<file path="src/hsv2rgb_pkg.sv">
// Package for the HSV to RGB converter: field widths, fixed-point constants,
// and the hue sector encoding. No dependencies.
`default_nettype none

package hsv2rgb_pkg;

    localparam int unsigned HUE_W  = 9;
    localparam int unsigned CHAN_W = 8;
    // Chroma s*v fits 16 bits; weighted terms are at most 3901500 and fit 22 bits.
    localparam int unsigned CHROMA_W = 16;
    localparam int unsigned WEIGHT_W = 6;
    localparam int unsigned TERM_W   = 22;

    localparam logic [WEIGHT_W-1:0] DEG_PER_SECTOR = WEIGHT_W'(60);
    localparam logic [TERM_W-1:0]   TERM_LIMIT     = TERM_W'(3901500);

    // Division by 15300 is done as a multiply by ceil(2^36 / 15300) and a shift.
    // The error term times the largest dividend stays below 2^36, so it is exact.
    localparam int unsigned RECIP_W     = 23;
    localparam int unsigned RECIP_SHIFT = 36;
    localparam logic [RECIP_W-1:0] RECIP_K = RECIP_W'(4491470);
    localparam int unsigned PROD_W = TERM_W + RECIP_W;

    // 60-degree hue sectors, upper bounds inclusive.
    typedef enum logic [2:0] {
        SEC_RY = 3'd0,  // hue <= 60
        SEC_YG = 3'd1,  // hue <= 120
        SEC_GC = 3'd2,  // hue <= 180
        SEC_CB = 3'd3,  // hue <= 240
        SEC_BM = 3'd4,  // hue <= 300
        SEC_MR = 3'd5   // everything above, including hues of 360 and more
    } sector_t;

endpackage

`default_nettype wire

</file>
<file path="src/hsv_to_rgb_converter_unit.sv">
// Top level of the pipelined HSV to RGB converter.
// Depends on hsv2rgb_pkg for widths, constants and the sector type.
`default_nettype none

// An accepted input item passes through stages 1 to 4 in order; stage 4 drives m_*.
// One item per cycle while m_ready holds; four register stages, each holding at most
// one multiply per channel, with a valid bit per stage so bubbles are squeezed out.
// Reset (aresetn low at a clock edge) clears every stage valid bit, so no
// result is presented afterwards; the data registers are not reset.
module hsv_to_rgb_converter_unit (
    input  wire logic       aclk,
    input  wire logic       aresetn,
    input  wire logic       s_valid,
    output logic            s_ready,
    input  wire logic [8:0] s_hue,
    input  wire logic [7:0] s_saturation,
    input  wire logic [7:0] s_brightness,
    output logic            m_valid,
    input  wire logic       m_ready,
    output logic [7:0]      m_red,
    output logic [7:0]      m_green,
    output logic [7:0]      m_blue
);

    localparam int unsigned HW = hsv2rgb_pkg::HUE_W;
    localparam int unsigned CW = hsv2rgb_pkg::CHROMA_W;
    localparam int unsigned WW = hsv2rgb_pkg::WEIGHT_W;
    localparam int unsigned TW = hsv2rgb_pkg::TERM_W;
    localparam int unsigned PW = hsv2rgb_pkg::PROD_W;
    localparam int unsigned OW = hsv2rgb_pkg::CHAN_W;
    localparam int unsigned QL = hsv2rgb_pkg::RECIP_SHIFT;

    // Each stage may load when it is empty or when the stage after it moves on.
    // This makes every stage its own skid, and m_ready feeds back through the chain.
    logic v1_reg, v2_reg, v3_reg, m_valid_reg;
    logic en1, en2, en3, en4;

    assign en4     = !m_valid_reg || m_ready;
    assign en3     = !v3_reg || en4;
    assign en2     = !v2_reg || en3;
    assign en1     = !v1_reg || en2;
    assign s_ready = en1;
    assign m_valid = m_valid_reg;

    // ------------------------------------------------------------------
    // Stage 1: chroma product, hue folded into a 0..60 weight, sector.
    // ------------------------------------------------------------------
    logic [HW-1:0]        hue_off;
    logic [HW-1:0]        hue_mod;
    logic [WW:0]          hm;
    logic [WW-1:0]        hue_dist;
    hsv2rgb_pkg::sector_t sector_next;

    logic [CW-1:0]        c1_reg;
    logic [WW-1:0]        w1_reg;
    logic [OW-1:0]        val1_reg;
    hsv2rgb_pkg::sector_t sec1_reg;

    // hue mod 120 for hues up to 511 by picking the multiple of 120 to remove.
    always_comb begin
        priority if (s_hue >= HW'(480)) begin
            hue_off = HW'(480);
        end else if (s_hue >= HW'(360)) begin
            hue_off = HW'(360);
        end else if (s_hue >= HW'(240)) begin
            hue_off = HW'(240);
        end else if (s_hue >= HW'(120)) begin
            hue_off = HW'(120);
        end else begin
            hue_off = HW'(0);
        end
    end

    assign hue_mod = s_hue - hue_off;
    assign hm      = hue_mod[WW:0];
    // Distance from the middle of the 120-degree span; the weight is 60 minus it.
    assign hue_dist = (hm >= {1'b0, hsv2rgb_pkg::DEG_PER_SECTOR})
                    ? WW'(hm - {1'b0, hsv2rgb_pkg::DEG_PER_SECTOR})
                    : WW'({1'b0, hsv2rgb_pkg::DEG_PER_SECTOR} - hm);

    always_comb begin
        priority if (s_hue <= HW'(60)) begin
            sector_next = hsv2rgb_pkg::SEC_RY;
        end else if (s_hue <= HW'(120)) begin
            sector_next = hsv2rgb_pkg::SEC_YG;
        end else if (s_hue <= HW'(180)) begin
            sector_next = hsv2rgb_pkg::SEC_GC;
        end else if (s_hue <= HW'(240)) begin
            sector_next = hsv2rgb_pkg::SEC_CB;
        end else if (s_hue <= HW'(300)) begin
            sector_next = hsv2rgb_pkg::SEC_BM;
        end else begin
            sector_next = hsv2rgb_pkg::SEC_MR;
        end
    end

    always_ff @(posedge aclk) begin
        if (en1) begin
            c1_reg   <= CW'(s_saturation) * CW'(s_brightness);
            w1_reg   <= hsv2rgb_pkg::DEG_PER_SECTOR - hue_dist;
            val1_reg <= s_brightness;
            sec1_reg <= sector_next;
        end
    end

    // ------------------------------------------------------------------
    // Stage 2: X = C * weight, C*60 and the offset M = (255*v - C) * 60.
    // The times-60 terms are shift-and-subtract.
    // ------------------------------------------------------------------
    logic [CW-1:0] v255;
    logic [CW-1:0] dmin;
    logic [TW-1:0] x2_reg, cf2_reg, m2_reg;
    hsv2rgb_pkg::sector_t sec2_reg;

    assign v255 = {val1_reg, {OW{1'b0}}} - CW'(val1_reg);
    // 255*v - s*v = v*(255-s), never negative.
    assign dmin = v255 - c1_reg;

    always_ff @(posedge aclk) begin
        if (en2) begin
            x2_reg   <= TW'(c1_reg) * TW'(w1_reg);
            cf2_reg  <= (TW'(c1_reg) << 6) - (TW'(c1_reg) << 2);
            m2_reg   <= (TW'(dmin) << 6) - (TW'(dmin) << 2);
            sec2_reg <= sec1_reg;
        end
    end

    // ------------------------------------------------------------------
    // Stage 3: pick each channel's term by sector and add the offset.
    // ------------------------------------------------------------------
    logic [TW-1:0] pr, pg, pb;
    logic [TW-1:0] sr3_reg, sg3_reg, sb3_reg;

    always_comb begin
        pr = '0;
        pg = '0;
        pb = '0;
        unique case (sec2_reg)
            hsv2rgb_pkg::SEC_RY: begin
                pr = cf2_reg;
                pg = x2_reg;
            end
            hsv2rgb_pkg::SEC_YG: begin
                pr = x2_reg;
                pg = cf2_reg;
            end
            hsv2rgb_pkg::SEC_GC: begin
                pg = cf2_reg;
                pb = x2_reg;
            end
            hsv2rgb_pkg::SEC_CB: begin
                pg = x2_reg;
                pb = cf2_reg;
            end
            hsv2rgb_pkg::SEC_BM: begin
                pr = x2_reg;
                pb = cf2_reg;
            end
            hsv2rgb_pkg::SEC_MR: begin
                pr = cf2_reg;
                pb = x2_reg;
            end
            default: begin
                pr = '0;
                pg = '0;
                pb = '0;
            end
        endcase
    end

    always_ff @(posedge aclk) begin
        if (en3) begin
            sr3_reg <= pr + m2_reg;
            sg3_reg <= pg + m2_reg;
            sb3_reg <= pb + m2_reg;
        end
    end

    // ------------------------------------------------------------------
    // Stage 4: divide each sum by 15300 with a reciprocal multiply and
    // keep the quotient bits; this is also the output register.
    // ------------------------------------------------------------------
    logic [PW-1:0] qr, qg, qb;
    logic [OW-1:0] red_reg, green_reg, blue_reg;

    assign qr = PW'(sr3_reg) * PW'(hsv2rgb_pkg::RECIP_K);
    assign qg = PW'(sg3_reg) * PW'(hsv2rgb_pkg::RECIP_K);
    assign qb = PW'(sb3_reg) * PW'(hsv2rgb_pkg::RECIP_K);

    always_ff @(posedge aclk) begin
        if (en4) begin
            red_reg   <= qr[QL +: OW];
            green_reg <= qg[QL +: OW];
            blue_reg  <= qb[QL +: OW];
        end
    end

    assign m_red   = red_reg;
    assign m_green = green_reg;
    assign m_blue  = blue_reg;

    // Valid bits travel with the data.
    always_ff @(posedge aclk) begin
        if (!aresetn) begin
            v1_reg      <= 1'b0;
            v2_reg      <= 1'b0;
            v3_reg      <= 1'b0;
            m_valid_reg <= 1'b0;
        end else begin
            if (en1) begin
                v1_reg <= s_valid;
            end
            if (en2) begin
                v2_reg <= v1_reg;
            end
            if (en3) begin
                v3_reg <= v2_reg;
            end
            if (en4) begin
                m_valid_reg <= v3_reg;
            end
        end
    end

    // ------------------------------------------------------------------
    // Assertions
    // ------------------------------------------------------------------
    // A draining output never holds back the input.
    a_no_stall_when_draining: assert property (
        @(posedge aclk) disable iff (!aresetn) m_ready |-> s_ready
    ) else $error("input stalled while the output drains");

    // The input is refused only when every stage holds an item.
    a_stall_only_when_full: assert property (
        @(posedge aclk) disable iff (!aresetn)
        !s_ready |-> (v1_reg && v2_reg && v3_reg && m_valid_reg && !m_ready)
    ) else $error("input stalled with an empty stage");

    // The hue weight never exceeds one sector.
    a_weight_range: assert property (
        @(posedge aclk) disable iff (!aresetn)
        v1_reg |-> (w1_reg <= hsv2rgb_pkg::DEG_PER_SECTOR)
    ) else $error("hue weight out of range");

    // Channel sums stay inside the range the reciprocal divide is exact for.
    a_sum_range: assert property (
        @(posedge aclk) disable iff (!aresetn)
        v3_reg |-> (sr3_reg <= hsv2rgb_pkg::TERM_LIMIT && sg3_reg <= hsv2rgb_pkg::TERM_LIMIT
                    && sb3_reg <= hsv2rgb_pkg::TERM_LIMIT)
    ) else $error("channel sum above full scale");

    // A result left waiting stays valid, and its red and blue are not overwritten by the stage behind it.
    a_result_kept: assert property (
        @(posedge aclk) disable iff (!aresetn)
        (m_valid && !m_ready) |=> (m_valid && $stable(red_reg) && $stable(blue_reg))
    ) else $error("pending result changed");

endmodule

`default_nettype wire
</file>
<file path="config.mk">
export PLATFORM = sky130hd
export DESIGN_NAME = hsv_to_rgb_converter_unit
export DESIGN_NICKNAME = d
export VERILOG_FILES = /design/src/hsv2rgb_pkg.sv /design/src/hsv_to_rgb_converter_unit.sv
export SDC_FILE = /design/constraint.sdc
export NUM_CORES = 2
export LEC_CHECK = 0
export ABC_AREA = 0
export BUFFER_PORTS_ARGS = -buffer_cell sky130_fd_sc_hd__buf_4
export CAP_MARGIN = 15
export CELL_PAD_IN_SITES_DETAIL_PLACEMENT = 0
export CELL_PAD_IN_SITES_GLOBAL_PLACEMENT = 1
export CORE_MARGIN = 2
export CORE_UTILIZATION = 45
export CTS_CLUSTER_DIAMETER = 40
export DETAILED_ROUTE_END_ITERATION = 10
export GPL_ROUTABILITY_DRIVEN = 0
export PLACE_DENSITY_LB_ADDON = 0.1
export SYNTH_ARGS = -nofsm -noshare
export SYNTH_HDL_FRONTEND = slang
export SYNTH_SLANG_ARGS = --single-unit
</file>
<file path="constraint.sdc">
create_clock -name aclk -period 10.6 [get_ports aclk]
set_input_delay 1.59 -clock aclk [delete_from_list [all_inputs] [get_ports aclk]]
set_output_delay 1.59 -clock aclk [all_outputs]
set_load 0.02 [all_outputs]
</file>
==> flow_summary.ini <==
[status]
run_status = finished clean

[synth]
async_reset_ff_share_pct = 0
post_synth.cell_area_avg_um2 = 10.2
synthDominantAreaCellType = ha_1
synth_area_mm2 = 0.0351
synth_ff_type = edfxtp_1
yosys.cell_types.count = 71
synth_cells = 3440
number_of_flops_mapped_to_enable_cells_by_yosys = 188
yosys_warnings = 0
synthesis.nets = 4702
yosysSeqAreaShare_pct = 16.3
ys_top_cells_by_area = ha_1, fa_1, edfxtp_1
synthDominantCellAreaShare_pct = 28.3
number_of_register_bits_inferred_by_synthesis = 192

[global_routing]
global_route.overflow_total = 0
antenna_found_initial = 1
grt_pass1_vias = 25300
grt_max_degree = 66
grt_use_met3_pct = 2.23
busiest_layer = met2
gr-usage-all-layers_pct = 21.0
grt_use_met2_pct = 35.4
grt_use_met1_pct = 28.9
grt_pass1_wl_um = 134000

[clock_network]
cts_tree = yes
cts-hold-fix-buffers = 0
numClockSinks = 192
clkSlewWorstSetupHoldPaths_ns = 0.09
post_cts.resized_instances = 0
insertion_delay_ns = 0.50
h-tree-depth = 4
root_buffer = clkbuf_16
cts-buffers-inserted = 17
post_cts_buffers = 0
ctsLongestPathBuffers = 2

[sta]
timing.final.setup_violations = 0
whs_ns = 0.492
fmaxAchievable_mhz = 152
layout_worst_path_cycle_share_pct = 62.2
slew-limit-headroom_pct = 45.1
final.setup_skew_ns = 0.0131
layout_min_cycle_time_ns = 6.59
finalSetupTns_ns = 0
rsz_0062_raised_after_global_routing = false
finalHoldViolations = 0
maxSlewViolCount = 0
tightestPinTransition_ns = 0.823

[drt]
detailedRoute.firstIterationViolations = 1199
vias_per_cell = 5.28
drt_pass1_iterations = 6
totalWireLength_um = 81900
route.detailed.wl_per_inst_um = 18.0
route.vias.total = 24000
drc = 0
detail-route-antenna-nets = 0

[worst_setup_path]
worstPathRequired_ns = 10.85
worst_setup_path_end_kind = flop
critPathArrivalTime_ns = 6.84
critPathMaxFanout = 7
worst_r2r_path_depth = 21
critPathLaunchType = flop
reg2reg_slack_ns = 4.01
crit_path_class = reg -> reg

[placed_design]
detailedPlacementHpwl_um = 70500
numPortBuffers = 54
place_inst = 4514

[layout]
post_route_cells_drive_above_1_share_pct = 3.28
most-common-layout-cells = ha_1, inv_1, fa_1, edfxtp_1, nand2_1
area_growth_pct = 6.42
design.final.nets = 4755
instances_no_fill = 4546
antenna-diode-count = 0
fillerInstances = 7355
layout.cells.most_common = ha_1

[die]
fp.dieH_um = 283
floorplan.initialDensity_pct = 45.4
chipWidth_um = 283
core_region_area_mm2 = 0.0773
placement_rows = 102
floorplan.io_pins = 55
dieArea_mm2 = 0.0804

[min_path]
timing.hold.worst.class = reg -> reg
hold_depth = 2

[job]
maxCapViolCount = 0
==> metrics by stage <==
stage | cell area (µm²) | setup WS (ns) | util (%)
2_1_floorplan | 35100 | 4.74 | -
3_3_place_gp | 36800 | 4.24 | 47.6
3_5_place_dp | 36800 | 4.00 | 47.6
4_1_cts | 37400 | 3.98 | 48.4
5_1_grt | 37400 | 3.57 | 48.4
6_report | 37400 | 4.01 | 48.4
==> cell families (layout without fill, tap and decap cells) <==
family | Yosys count | after routing | share of synthesized area [%]
multiplexers | 7 | 7 | 0.210
flip-flops | 192 | 192 | 16.3
XOR/XNOR | 167 | 167 | 4.23
AND/OR/NAND/NOR | 568 | 568 | 7.81
buffers and inverters | 743 | 809 | 7.96
AO/OA/AOI/OAI | 529 | 529 | 10.2
adder cells (fa/ha/maj) | 1234 | 1234 | 53.3
==> area by class of cell <==
cell class | instances | area (µm²) | share of cell area [%]
Inverter | 713 | 2680 | 7.16
Timing Repair Buffer | 64 | 480 | 1.28
Clock inverter | 15 | 165 | 0.442
Multi-Input combinational cell | 2505 | 26600 | 71.2
Tap cell | 1040 | 1300 | 3.48
Sequential cell | 192 | 5730 | 15.3
Clock buffer | 17 | 425 | 1.14
==> per-layer routing <==
metal / vias up / share of wire [%] / wire length, µm
met5: - / 0.021 / 17
met4: 2 / 2.0 / 1660
met3: 93 / 3.1 / 2520
met2: 402 / 48 / 39400
met1: 11800 / 47 / 38300
li1: 11700 / - / -
==> synthesized netlist by cell type (all sizes together) (4+ instances only) <==
cell and n:
a211o 5, a211oi 24, a21boi 6, a21o 65, a21oi 141, a221o 4
a221oi 6, a22o 54, a22oi 8, a31oi 18, a41o 4, a41oi 5
and2 65, and3 16, buf 6, clkbuf 24, dfxtp 4, edfxtp 188
fa 437, ha 796, inv 713, mux2i 7, nand2 180, nand2b 25
nand3 37, nand4 21, nor2 121, nor2b 29, nor3 42, nor3b 5
nor4 4, o2111ai 7, o211ai 16, o21a 28, o21ai 80, o21bai 22
o221ai 4, o311ai 6, o31ai 8, or3 13, or4 4, xnor2 130
xor2 37
==> critical path, cell delays in order (launching register included) <==
cell and delay, ns:
edfxtp_1 0.54, ha_1 0.38, inv_1 0.06, fa_1 0.49, inv_1 0.06, fa_1 0.42
ha_1 0.33, fa_1 0.46, fa_1 0.52, inv_1 0.05, fa_1 0.49, inv_1 0.05
ha_1 0.35, o21a_1 0.15, o21bai_1 0.06, a2111oi_0 0.47, o311ai_0 0.21, a31oi_1 0.45
o21ai_0 0.20, a211oi_1 0.34, a21oi_1 0.13, xnor2_1 0.13
==> final timing paths <==
check	from	to
setup / recovery	sr3_reg[18]	m_red[7]
hold / removal	v2_reg	v3_reg
setup reg to reg	sr3_reg[18]	m_red[7]
hold reg to reg	v2_reg	v3_reg
Power is not shown: default switching activity piles up to over one toggle a cycle in this logic, so the estimate is an artifact.
